### src/rbpf_pkg.sv
package rbpf_pkg;

	typedef struct packed {
		logic       mode;
		logic [9:0] pixel_index;
	} in_item_t;

	typedef struct packed {
		logic [9:0] out_pixel;
		logic [7:0] red;
		logic [7:0] green;
		logic [7:0] blue;
	} out_item_t;

	// One pixel's stored state: color with red in the top byte.
	typedef struct packed {
		logic [23:0] color;
		logic        fading;
		logic [7:0]  timer;
		logic [7:0]  length;
	} pix_entry_t;

	localparam int PixWidth = $bits(pix_entry_t);

	localparam pix_entry_t PIX_RESET = '{color: 24'd0, fading: 1'b0, timer: 8'd0, length: 8'd1};

	typedef enum logic [1:0] {
		CFG_FADE_TIME  = 2'd0,
		CFG_PAUSE_TIME = 2'd1,
		CFG_PEAK_LEVEL = 2'd2,
		CFG_SEED       = 2'd3
	} cfg_reg_t;

	localparam logic [31:0] SEED_MASK  = 32'hDEADBEEF;
	localparam logic [31:0] RAND_RESET = 32'd12345;

	typedef struct packed {
		logic        start;
		logic [31:0] dividend;
		logic [15:0] divisor;
	} div_req_t;

	typedef struct packed {
		logic        done;
		logic [31:0] quotient;
		logic [15:0] remainder;
	} div_rsp_t;

	function automatic logic [31:0] xorshift32(input logic [31:0] x);
		logic [31:0] a;
		logic [31:0] b;
		a = x ^ (x << 13);
		b = a ^ (a >> 17);
		return b ^ (b << 5);
	endfunction

endpackage

### src/rbpf_div.sv
module rbpf_div (
	input  logic               clk,
	input  logic               arst_n,
	input  rbpf_pkg::div_req_t req,
	output rbpf_pkg::div_rsp_t rsp
);
	import rbpf_pkg::*;

	// Restoring division, one quotient bit per cycle.
	logic [31:0] quo_q;
	logic [15:0] rem_q;
	logic [15:0] dvs_q;
	logic [4:0]  cnt_q;
	logic        busy_q;
	logic        done_q;
	logic [16:0] trial;
	logic [16:0] diff;
	logic        ge;

	assign trial = {rem_q, quo_q[31]};
	assign diff  = trial - {1'b0, dvs_q};
	assign ge    = trial >= {1'b0, dvs_q};

	always_ff @(posedge clk or negedge arst_n) begin
		if (!arst_n) begin
			busy_q <= 1'b0;
			done_q <= 1'b0;
			cnt_q  <= '0;
		end else begin
			done_q <= 1'b0;
			if (req.start) begin
				busy_q <= 1'b1;
				cnt_q  <= '0;
			end else if (busy_q) begin
				cnt_q <= cnt_q + 5'd1;
				if (cnt_q == 5'd31) begin
					busy_q <= 1'b0;
					done_q <= 1'b1;
				end
			end
		end
	end

	always_ff @(posedge clk) begin
		if (req.start) begin
			quo_q <= req.dividend;
			rem_q <= '0;
			dvs_q <= req.divisor;
		end else if (busy_q) begin
			quo_q <= {quo_q[30:0], ge};
			rem_q <= ge ? diff[15:0] : trial[15:0];
		end
	end

	assign rsp.done      = done_q;
	assign rsp.quotient  = quo_q;
	assign rsp.remainder = rem_q;

endmodule

### config.mk
export PLATFORM = sky130hd
export DESIGN_NAME = rbpf_div
export DESIGN_NICKNAME = d
export VERILOG_FILES = /design/src/rbpf_pkg.sv /design/src/rbpf_div.sv
export SDC_FILE = /design/constraint.sdc
export NUM_CORES = 1
export LEC_CHECK = 0
export ABC_AREA = 1
export BUFFER_PORTS_ARGS = -buffer_cell sky130_fd_sc_hd__buf_2
export CAP_MARGIN = 20
export CORE_ASPECT_RATIO = 0.75
export CORE_MARGIN = 10
export CORE_UTILIZATION = 58
export CTS_CLUSTER_SIZE = 10
export DETAILED_ROUTE_END_ITERATION = 12
export GPL_TIMING_DRIVEN = 1
export HOLD_SLACK_MARGIN = 0.12
export PLACE_DENSITY = 0.84
export REMOVE_ABC_BUFFERS = 1
export SKIP_CTS_REPAIR_TIMING = 1
export SLEW_MARGIN = 20
export SYNTH_ARGS = -nofsm -noshare
export SYNTH_HDL_FRONTEND = slang
export SYNTH_SLANG_ARGS = --single-unit
### constraint.sdc
create_clock -name clk -period 6 [get_ports clk]
set_clock_uncertainty 0.2 [all_clocks]
set_input_delay 1.2 -clock clk [delete_from_list [all_inputs] [get_ports clk]]
set_output_delay 1.2 -clock clk [all_outputs]
set_load 0.05 [all_outputs]
==> impl_metrics.csv, run 1 <==
group,metric,value,unit
power_and_ir_drop,p_sw,1.04,mW
global_routing,grt_usage,20.7,%
logic_synthesis,syn-mean-instance-area,7.85,sq um
floorplan,core,6770,sq um
sta,finalCriticalPeriod,3310,ps
logic_synthesis,synth_area,4010,sq um
hold_path,hold_depth,2,
cells_and_area,area_delta_synth_final,18.4,%
logic_synthesis,synth_simple_gate_area_share,31.6,%
setup_path,critPathRequiredTime,5880,ps
power_and_ir_drop,power_density,459,nW/um^2
setup_path,r2r_setup_slack,3130,ps
sta,max_freq,302,MHz
logic_synthesis,synth_seq_cells,71,
cells_and_area,layout-drive-gt1-share,20.6,%
cts,numCtsBuffers,9,
placement,dp_hpwl,7860,um
logic_synthesis,synth_top_family_by_area,"simple AND/OR/NAND/NOR gates",
setup_path,cp_num_buf_inv,3,
detailed_routing,drtIter0Drc,243,
hold_path,holdCritPathClass,"register to register",
placement,io_buffers,99,
sta,rsz0062_at_grt,"false",
cells_and_area,num-fill-cells,581,
sta,final_max_slew_viol_count,0,
sta,finalCritPeriodShare,55.2,%
detailed_routing,remaining_drc_errors,0,
global_routing,grt_overflow,0,
setup_path,arrival,3190,ps
sta,finalSetupViolCount,0,
setup_path,crit_start,"req[48]",
cts,htreeDepth,3,
logic_synthesis,synthCells,511,
run,cap_violations,0,
cts,cts.clk_slew.worst_paths,80,ps
floorplan,core.rowCount,26,
logic_synthesis,synth.area.mux_share,0,%
logic_synthesis,synthFlopType,"edfxtp_1",
setup_path,cp-start-kind,"input pin",
logic_synthesis,synth_compound_area_share,3.71,%
floorplan,die_y,92.0,um
cts,clock-root-buffer,"clkbuf_8",
cells_and_area,fin_nets,681,
global_routing,grt_pass1_wl,17900,um
cells_and_area,postLayoutCoreUtil,70.2,%
setup_path,path_class,"input pin to register",
placement,gp_congestion,0.945,
hold_path,hold_start,"rem_q[11]$_SDFFE_PP0P_",
logic_synthesis,async_reset_ff_share,9.86,%
cts,cts_tree,"built",
logic_synthesis,yosysWarnings,0,
status,status,"completed",
power_and_ir_drop,vdd_drop_max,0.212,mV
cts,cts.sink_count,71,
detailed_routing,vias_per_cell,5.20,
cts,clock_path_buffers,2,
sta,final-hold-violation-count,0,
setup_path,crit_path_max_incr_delay,800,ps
placement,dp.cells,684,
detailed_routing,drt_pass1_iterations,5,
detailed_routing,wl,10600,um
power_and_ir_drop,p_int,1.14,mW
detailed_routing,wl_per_cell,15.1,um
global_routing,antenna_found_initial,0,
power_and_ir_drop,switching_share,47.8,%
cells_and_area,diodes,0,
sta,setup_tns,0,ps
power_and_ir_drop,pwr-share-clk,17.7,%
cells_and_area,final_area,4750,sq um
sta,slew_headroom,27.7,%
floorplan,start_util,59.3,%
floorplan,die_area,10700,sq um
floorplan,io_pins,100,
logic_synthesis,synth_adder_area_share,6.12,%
hold_path,min_to,"rem_q[11]$_SDFFE_PP0P_",
detailed_routing,final_antenna_net_count,0,
global_routing,grt_pass1_vias,3692,
power_and_ir_drop,power_frac_seq,30.9,%
setup_path,rr_endpoint,"quo_q[31]$_DFFE_PP_",
setup_path,endpoint_kind,"register",
power_and_ir_drop,comb_power_share,51.4,%
logic_synthesis,yosysUniqueCellTypes,35,
power_and_ir_drop,finalPower,2.18,mW
global_routing,grt_max_degree,54,
setup_path,reg2reg_from,"busy_q$_DFF_PN0_",
cells_and_area,finalNonFillerCells,700,
setup_path,r2r_cells,3,
setup_path,slowest_stage,"nor2_1",
logic_synthesis,yosysSeqAreaShare,48.3,%
placement,placed_cell_area,4560,sq um
logic_synthesis,synth_xor_area_share,1.31,%
setup_path,crit_chain,"buf_2, nor2_1, inv_1, buf_4",
logic_synthesis,synth_edf_count,48,
detailed_routing,dr_total_vias,3643,
cts,worst_skew_pair.late_latency,350,ps
setup_path,crit_fanout,22,
sta,worst_slew_pin_slew,1080,ps
power_and_ir_drop,p_leak,2.59,nW
setup_path,cp_top_family,"buffers and inverters",
floorplan,fp.dieW,116,um
final cells by class:
cell class | count | area, sq um | area share, %
Clock buffer | 11 | 131 | 2.77
Clock inverter | 5 | 58.8 | 1.24
Inverter | 76 | 285 | 6.01
Multi-Input combinational cell | 351 | 1710 | 36.1
Sequential cell | 71 | 1940 | 40.8
Tap cell | 84 | 105 | 2.21
Timing Repair Buffer | 102 | 518 | 10.9
placed cells by master, fill, tap and decap left out, types with 2 or more instances in the layout:
master      instances
dfrtp_1             7
clkbuf_8            9
inv_1              74
buf_4               3
nand3b_1            7
edfxtp_1           48
ha_1               18
nand3_1            36
dfxtp_1            16
buf_2              99
clkbuf_1            2
o21ai_0             9
nand4_1             4
nand2_4             2
clkinvlp_4          2
nor2_2              2
xor2_1              2
xnor2_1             4
a21oi_1             9
nand2_1           215
nand3_2             3
a31oi_1             2
nor2_1             20
nor3_1              9
cell usage after synthesis, types with 3 or more instances:
library cell,number,share of area [%]
edfxtp_1,48,36
nand2_1,215,20
o21ai_0,9,1.1
buf_4,3,0.56
a21oi_1,9,1.1
dfrtp_1,7,4.4
dfxtp_1,16,8.0
nand3b_1,7,1.3
inv_1,74,6.9
nand3_2,3,0.75
ha_1,18,5.6
nor2_1,20,1.9
xnor2_1,4,0.87
nor3_1,9,1.1
nand3_1,36,4.5
clkbuf_1,6,0.56
nand4_1,4,0.62
per-layer routing:
layer	GRT usage [%]	up-vias	part of all wire, %
met1	27.7	1629	44
met2	30.7	188	43
met5	0	-	0
met4	5.72	0	1.2
met3	7.81	13	11
li1	-	1813	-
cell families (layout without fill, tap and decap cells):
group	Yosys count	in the layout
XOR/XNOR	6	6
flip-flops	71	71
buffers and inverters	89	194
adder cells (fa/ha/maj)	19	19
AND/OR/NAND/NOR	300	300
AO/OA/AOI/OAI	26	26
sequential cells by signal, indices dropped and copies added (netlist names):
register  count
dvs_q        16
rem_q        16
done_q        1
busy_q        1
quo_q        32
cnt_q         5
stage by stage:
step,hold slack [ps],worst slack (ps)
finish,280,2690
global route,320,2500
CTS,285,2750
detailed placement,271,2380
global placement,273,2470
floorplan,286,3230
power groups by stage:
stage,clock [mW],combinational (mW),sequential [mW]
floorplan,0,0.604,0.923
global placement,0,1.09,0.681
detailed placement,0,1.12,0.683
CTS,0.391,1.12,0.674
global route,0.411,1.26,0.687
finish,0.385,1.12,0.674
how the worst max path moves through the flow:
stage               cells after the start                  end  slack, ps
finish                                  4  quo_q[31]$_DFFE_PP_       2690
detailed placement                      4   quo_q[2]$_DFFE_PP_       2380
global route                            5   quo_q[0]$_DFFE_PP_       2500
global placement                        4  quo_q[31]$_DFFE_PP_       2470
floorplan                               2   quo_q[0]$_DFFE_PP_       3230
CTS                                     4  quo_q[31]$_DFFE_PP_       2750
worst register-to-register path, delay by kind of cell (launching register included):
family,cells,cell delay (ps)
buffers and inverters,2,1070
DFF,1,470
and+or+nand+nor,1,850
Power figures use the tool's default switching activity.
==> run 2: changes to the inputs <==
CORE_UTILIZATION = 54   (was 58)
PLACE_DENSITY = 0.79   (was 0.84)
clock period = 3.25 ns   (was 6 ns; I/O delays follow)
==> run 2 against run 1 <==
  * Sequential power grew 84%
  * Largest cell class unchanged
  * Critical path depth grew 7
  * Highest routed layer unchanged
  * Critical endpoint is now rem_q[6]$_SDFFE_PP0P_
  * Cell area grew 0.92%
==> impl_metrics.csv, run 2 (synthesized netlist as in run 1, its figures left out) <==
group,metric,value,unit
cts,numCtsBuffers,9,
power_and_ir_drop,finalPower,4.04,mW
placement,dp_hpwl,7840,um
cells_and_area,reg_top3,"quo_q (32), dvs_q (16), rem_q (16)",
setup_path,rr_endpoint,"rem_q[6]$_SDFFE_PP0P_",
sta,setup_tns,0,ps
setup_path,crit_path_max_incr_delay,400,ps
detailed_routing,remaining_drc_errors,0,
global_routing,grt_overflow,0,
setup_path,r2r_cells,11,
power_and_ir_drop,vdd_drop_max,0.384,mV
sta,slew_headroom,44.6,%
detailed_routing,wl_met1,4470,um
cells_and_area,fin_nets,683,
cts,clock-root-buffer,"clkbuf_8",
detailed_routing,vias_per_cell,5.12,
hold_path,hold_start,"req[2]",
sta,final-hold-violation-count,0,
power_and_ir_drop,power_density,842,nW/um^2
global_routing,grt_pass1_vias,3603,
detailed_routing,wl_per_cell,14.7,um
global_routing,grt_pass1_wl,17300,um
setup_path,cp_num_buf_inv,1,
floorplan,die_y,94.6,um
placement,dp.cells,702,
cts,cts.clk_slew.worst_paths,80,ps
sta,finalCriticalPeriod,2430,ps
setup_path,critPathRequiredTime,3350,ps
cts,clock_path_buffers,2,
sta,finalSetupViolCount,0,
floorplan,start_util,55.0,%
status,status,"completed",
setup_path,r2r_setup_slack,820,ps
setup_path,path_class,"register to register",
setup_path,slowest_stage,"nor2_4",
cts,cts_tree,"built",
setup_path,crit_fanout,18,
sta,layout_setup_ws,822,ps
cells_and_area,layout-drive-gt1-share,20.7,%
cells_and_area,largest_register,"quo_q",
global_routing,antenna_found_initial,0,
cells_and_area,largest_reg_flops,32,
setup_path,cp-start-kind,"register",
cts,htreeDepth,3,
sta,final_max_slew_viol_count,0,
setup_path,crit_chain,"inv_1, ha_1, nand2_1, nor2_1, nand4_1, nand2_1, nor2_4, nand2_4, nand2_1, nand3_1, nand2_1",
sta,max_freq,412,MHz
setup_path,reg2reg_from,"dvs_q[4]$_DFFE_PP_",
cells_and_area,mostFrequentLayoutCells,"215 x nand2_1, 99 x buf_2, 74 x inv_1",
floorplan,io_pins,100,
cells_and_area,finalNonFillerCells,719,
hold_path,holdCritPathClass,"input pin to register",
cells_and_area,diodes,0,
floorplan,core,7300,sq um
detailed_routing,drt_pass1_iterations,5,
cells_and_area,layout_commonest_cell,"nand2_1",
sta,rsz0062_at_grt,"false",
setup_path,arrival,2530,ps
setup_path,crit_top_cell,"nand2_1",
setup_path,endpoint_kind,"register",
power_and_ir_drop,p_leak,2.61,nW
hold_path,hold_depth,1,
cts,worst_skew_pair.late_latency,360,ps
floorplan,fp.dieW,120,um
cells_and_area,area_delta_synth_final,19.5,%
detailed_routing,wl,10500,um
detailed_routing,drtIter0Drc,227,
sta,holdWs,259,ps
cts,cts.sink_count,71,
sta,finalCritPeriodShare,74.7,%
floorplan,die_area,11300,sq um
global_routing,grt_usage,19.1,%
detailed_routing,dr_total_vias,3679,
floorplan,core.rowCount,27,
placement,gp_congestion,0.972,
placement,io_buffers,99,
detailed_routing,top_layer,"met4",
sta,worst_slew_pin_slew,828,ps
hold_path,min_to,"dvs_q[2]$_DFFE_PP_",
detailed_routing,dr_wl_met3,1390,um
setup_path,cp_top_family,"simple AND/OR/NAND/NOR gates",
placement,place_ws,869,ps
run,cap_violations,0,
detailed_routing,final_antenna_net_count,0,
detailed_routing,wl_met2,4510,um
global_routing,grt_max_degree,53,
==> run 2: cell count changes in the layout (fill, tap and decap cells not counted), sizes merged <==
cell / delta
dlygate4sd3: +1
buf: +1
clkbuf: -2
clkinv: +3
clkinvlp: -1
==> run 2: cell type report <==
class | instances | area, sq um
Inverter | 76 | 285
Timing Repair Buffer | 104 | 536
Clock buffer | 9 | 124
Tap cell | 101 | 126
Multi-Input combinational cell | 351 | 1710
Fill cell | 635 | 2500
Sequential cell | 71 | 1940
Clock inverter | 7 | 71.3
==> run 2: report_power, final <==
part	internal [mW]	switching, mW	leakage, nW
Sequential	1.13	0.112	0.730
Clock	0.354	0.367	0.0949
Combinational	0.616	1.46	1.78
Total	2.10	1.94	2.61
==> run 2: worst reg2reg max path: stages (launching register included) <==
cell      delay, ps
edfxtp_1        330
inv_1            40
ha_1            340
nand2_1         190
nor2_1           80
nand4_1         120
nand2_1         100
nor2_4          400
nand2_4         250
nand2_1         140
nand3_1          90
nand2_1          70
==> run 2: worst max path at each step <==
stage	startpoint	endpoint	slack, ps	cells past startpoint
final	dvs_q[4]$_DFFE_PP_	rem_q[6]$_SDFFE_PP0P_	820	11
after detailed placement	rem_q[13]$_SDFFE_PP0P_	rem_q[6]$_SDFFE_PP0P_	870	9
after floorplan	quo_q[31]$_DFFE_PP_	rem_q[14]$_SDFFE_PP0P_	870	11
after CTS	dvs_q[4]$_DFFE_PP_	rem_q[6]$_SDFFE_PP0P_	850	11
after global placement	rem_q[13]$_SDFFE_PP0P_	rem_q[6]$_SDFFE_PP0P_	860	9
after global routing	dvs_q[6]$_DFFE_PP_	rem_q[5]$_SDFFE_PP0P_	610	11
==> run 2: layer usage <==
layer	GRT usage, %	up-vias
li1	-	1821
met1	22.9	1648
met2	29.1	192
met3	10.0	18
met4	6.31	0
met5	0	-
==> run 2: per-stage QoR <==
step                      area [sq um]  util, %
after global placement            4590     62.9
after CTS                         4780     65.6
after global routing              4790     65.7
after floorplan                   3940        -
after detailed placement          4590     62.9
final                             4790     65.7
==> run 3: changes to the inputs <==
CORE_UTILIZATION = 48   (was 54)
PLACE_DENSITY = 0.74   (was 0.79)
clock period = 2 ns   (was 3.25 ns; I/O delays follow)
==> run 3 against run 2 <==
  * The run now ends with setup timing left
  * Maximum frequency rose by 19%
  * Register-to-register slack worse by 860 ps
  * Clock power grew 82%
  * Setup slack worse by 860 ps
  * Final cell count increased by 10%
  * Sequential power increased by 65%
  * Combinational power rose by 130%
  * Global-route usage shrank 1.7 points
  * Critical path type unchanged
  * Critical endpoint is now quo_q[0]$_DFFE_PP_
  * Highest routed layer unchanged
==> impl_metrics.csv, run 3 (synthesized netlist as in run 1, its figures left out) <==
group,metric,value,unit
status,status,"complete, but fails checks",
status,failed_checks,"setup timing",
cts,clock_path_buffers,2,
setup_path,r2r_setup_slack,-40,ps
floorplan,core,8020,sq um
cells_and_area,layout_commonest_cell,"nand2_1",
placement,io_buffers,99,
global_routing,grt_pass1_vias,3915,
hold_path,hold_depth,3,
setup_path,rr_endpoint,"quo_q[0]$_DFFE_PP_",
sta,rsz0062_at_grt,"true",
setup_path,slowest_stage,"edfxtp_1",
setup_path,crit_fanout,8,
global_routing,grt_overflow,0,
cells_and_area,layout-drive-gt1-share,35.9,%
setup_path,path_class,"register to register",
cts,worst_skew_pair.late_latency,350,ps
floorplan,start_util,50.0,%
detailed_routing,drt_pass1_iterations,5,
cts,htreeDepth,3,
setup_path,critPathRequiredTime,1890,ps
global_routing,grt_usage,17.4,%
run,cap_violations,0,
power_and_ir_drop,power_density,1380,nW/um^2
global_routing,grt_max_degree,37,
cells_and_area,final_area,5850,sq um
detailed_routing,vias_per_cell,5.04,
cells_and_area,diodes,0,
power_and_ir_drop,p_leak,2.99,nW
placement,dp_hpwl,8570,um
sta,final_max_slew_viol_count,0,
setup_path,endpoint_kind,"register",
power_and_ir_drop,vdd_drop_max,0.727,mV
cells_and_area,reg_top3,"quo_q (32), dvs_q (16), rem_q (16)",
sta,final-hold-violation-count,0,
sta,holdWs,110,ps
cts,clock-root-buffer,"clkbuf_8",
sta,finalCritPeriodShare,102,%
placement,gp_congestion,0.899,
setup_path,r2r_cells,8,
detailed_routing,dr_total_vias,3998,
detailed_routing,drtIter0Drc,300,
cells_and_area,mostFrequentLayoutCells,"197 x nand2_1, 99 x buf_2, 62 x inv_1",
floorplan,die_y,99.2,um
floorplan,io_pins,100,
cells_and_area,largest_reg_flops,32,
sta,max_freq,490,MHz
sta,finalSetupViolCount,12,
detailed_routing,final_antenna_net_count,0,
cells_and_area,area_delta_synth_final,46.0,%
setup_path,reg2reg_from,"dvs_q[14]$_DFFE_PP_",
cts,cts.clk_slew.worst_paths,90,ps
cts,cts_tree,"built",
global_routing,grt_pass1_wl,18200,um
sta,layout_setup_ws,-40.9,ps
detailed_routing,remaining_drc_errors,0,
cells_and_area,postLayoutCoreUtil,73.0,%
hold_path,min_to,"quo_q[22]$_DFFE_PP_",
global_routing,met2_usage,26.9,%
sta,setup_tns,-202,ps
global_routing,grt.busiest_layer,"met2",
setup_path,crit_path_max_incr_delay,390,ps
cts,cts.sink_count,71,
floorplan,fp.dieW,126,um
hold_path,hold_start,"req[38]",
sta,slew_headroom,74.5,%
cts,numCtsBuffers,9,
cells_and_area,fin_nets,753,
floorplan,core.rowCount,28,
setup_path,cp-start-kind,"register",
placement,placed_cell_area,4960,sq um
global_routing,met1_usage,21.5,%
global_routing,grtUsageMet3,7.75,%
detailed_routing,wl,12200,um
global_routing,antenna_found_initial,0,
hold_path,holdCritPathClass,"input pin to register",
sta,worst_slew_pin_slew,383,ps
detailed_routing,wl_per_cell,15.4,um
power_and_ir_drop,finalPower,8.09,mW
cells_and_area,largest_register,"quo_q",
sta,finalCriticalPeriod,2040,ps
floorplan,die_area,12400,sq um
setup_path,crit_chain,"inv_2, ha_4, a21oi_4, o21a_1, nand2_2, nor2_4, buf_6, a31oi_2",
setup_path,arrival,1930,ps
-- run 3: changes by cell type in the layout (fill, tap and decap cells not counted), moves of 4 or more --
cell / change
ha_4: +13
nand2_1: -18
o21ai_0: -6
nand2_2: +15
dlygate4sd3_1: +23
inv_1: -12
nand3_1: -12
o21ai_1: +5
ha_1: -15
a21oi_1: -4
nand3_2: +11
inv_2: +12
buf_4: +41
-- run 3: report_power, final --
part,total [mW],internal (mW),leakage [nW],switching [mW]
Combinational,4.73,1.82,2.15,2.91
Clock,1.31,0.710,0.103,0.601
Sequential,2.05,1.84,0.731,0.213
Total,8.09,4.37,2.99,3.72
-- run 3: cell type report --
| type | instances | area (sq um) |
|---|---|---|
| multi-input cells | 351 | 2100 |
| fillers | 597 | 2170 |
| repair buffers | 174 | 1180 |
| inverters | 76 | 285 |
| flip-flops and latches | 71 | 1940 |
| clock buffers | 10 | 128 |
| clock inverters | 6 | 92.6 |
| well taps | 105 | 131 |
-- run 3: worst max-delay path by stage --
stage                        start                endpoint  slack, ps  depth (start not counted)
2_1_floorplan  quo_q[31]$_DFFE_PP_  rem_q[14]$_SDFFE_PP0P_       -380                         11
3_3_place_gp    dvs_q[9]$_DFFE_PP_      quo_q[0]$_DFFE_PP_        -80                          9
3_5_place_dp    dvs_q[8]$_DFFE_PP_   rem_q[4]$_SDFFE_PP0P_       -110                         11
4_1_cts         dvs_q[8]$_DFFE_PP_   rem_q[4]$_SDFFE_PP0P_       -130                         11
5_1_grt        dvs_q[14]$_DFFE_PP_   rem_q[4]$_SDFFE_PP0P_       -130                         10
6_report       dvs_q[14]$_DFFE_PP_      quo_q[0]$_DFFE_PP_        -40                          8
-- run 3: critical path: cells and delay by family, from the launching register on --
| kind | cells | cell delay (ps) |
|---|---|---|
| buffers and inverters | 2 | 270 |
| flip-flops | 1 | 390 |
| adder cells (fa/ha/maj) | 1 | 220 |
| AO/OA/AOI/OAI | 3 | 390 |
| AND/OR/NAND/NOR | 2 | 300 |
-- run 3: layer usage --
layer	vias up	wire, um	share of wire, %
li1	1968	-	-
met1	1824	5090	42
met2	181	5640	46
met3	25	1240	10
met4	0	212	1.7
met5	-	0	0
-- run 3: per-stage QoR --
step | instances | setup WS (ps)
final | 793 | -40.9
after global routing | 793 | -126
after CTS | 766 | -134
after detailed placement | 750 | -112
after global placement | 750 | -80.9
after floorplan | 498 | -377
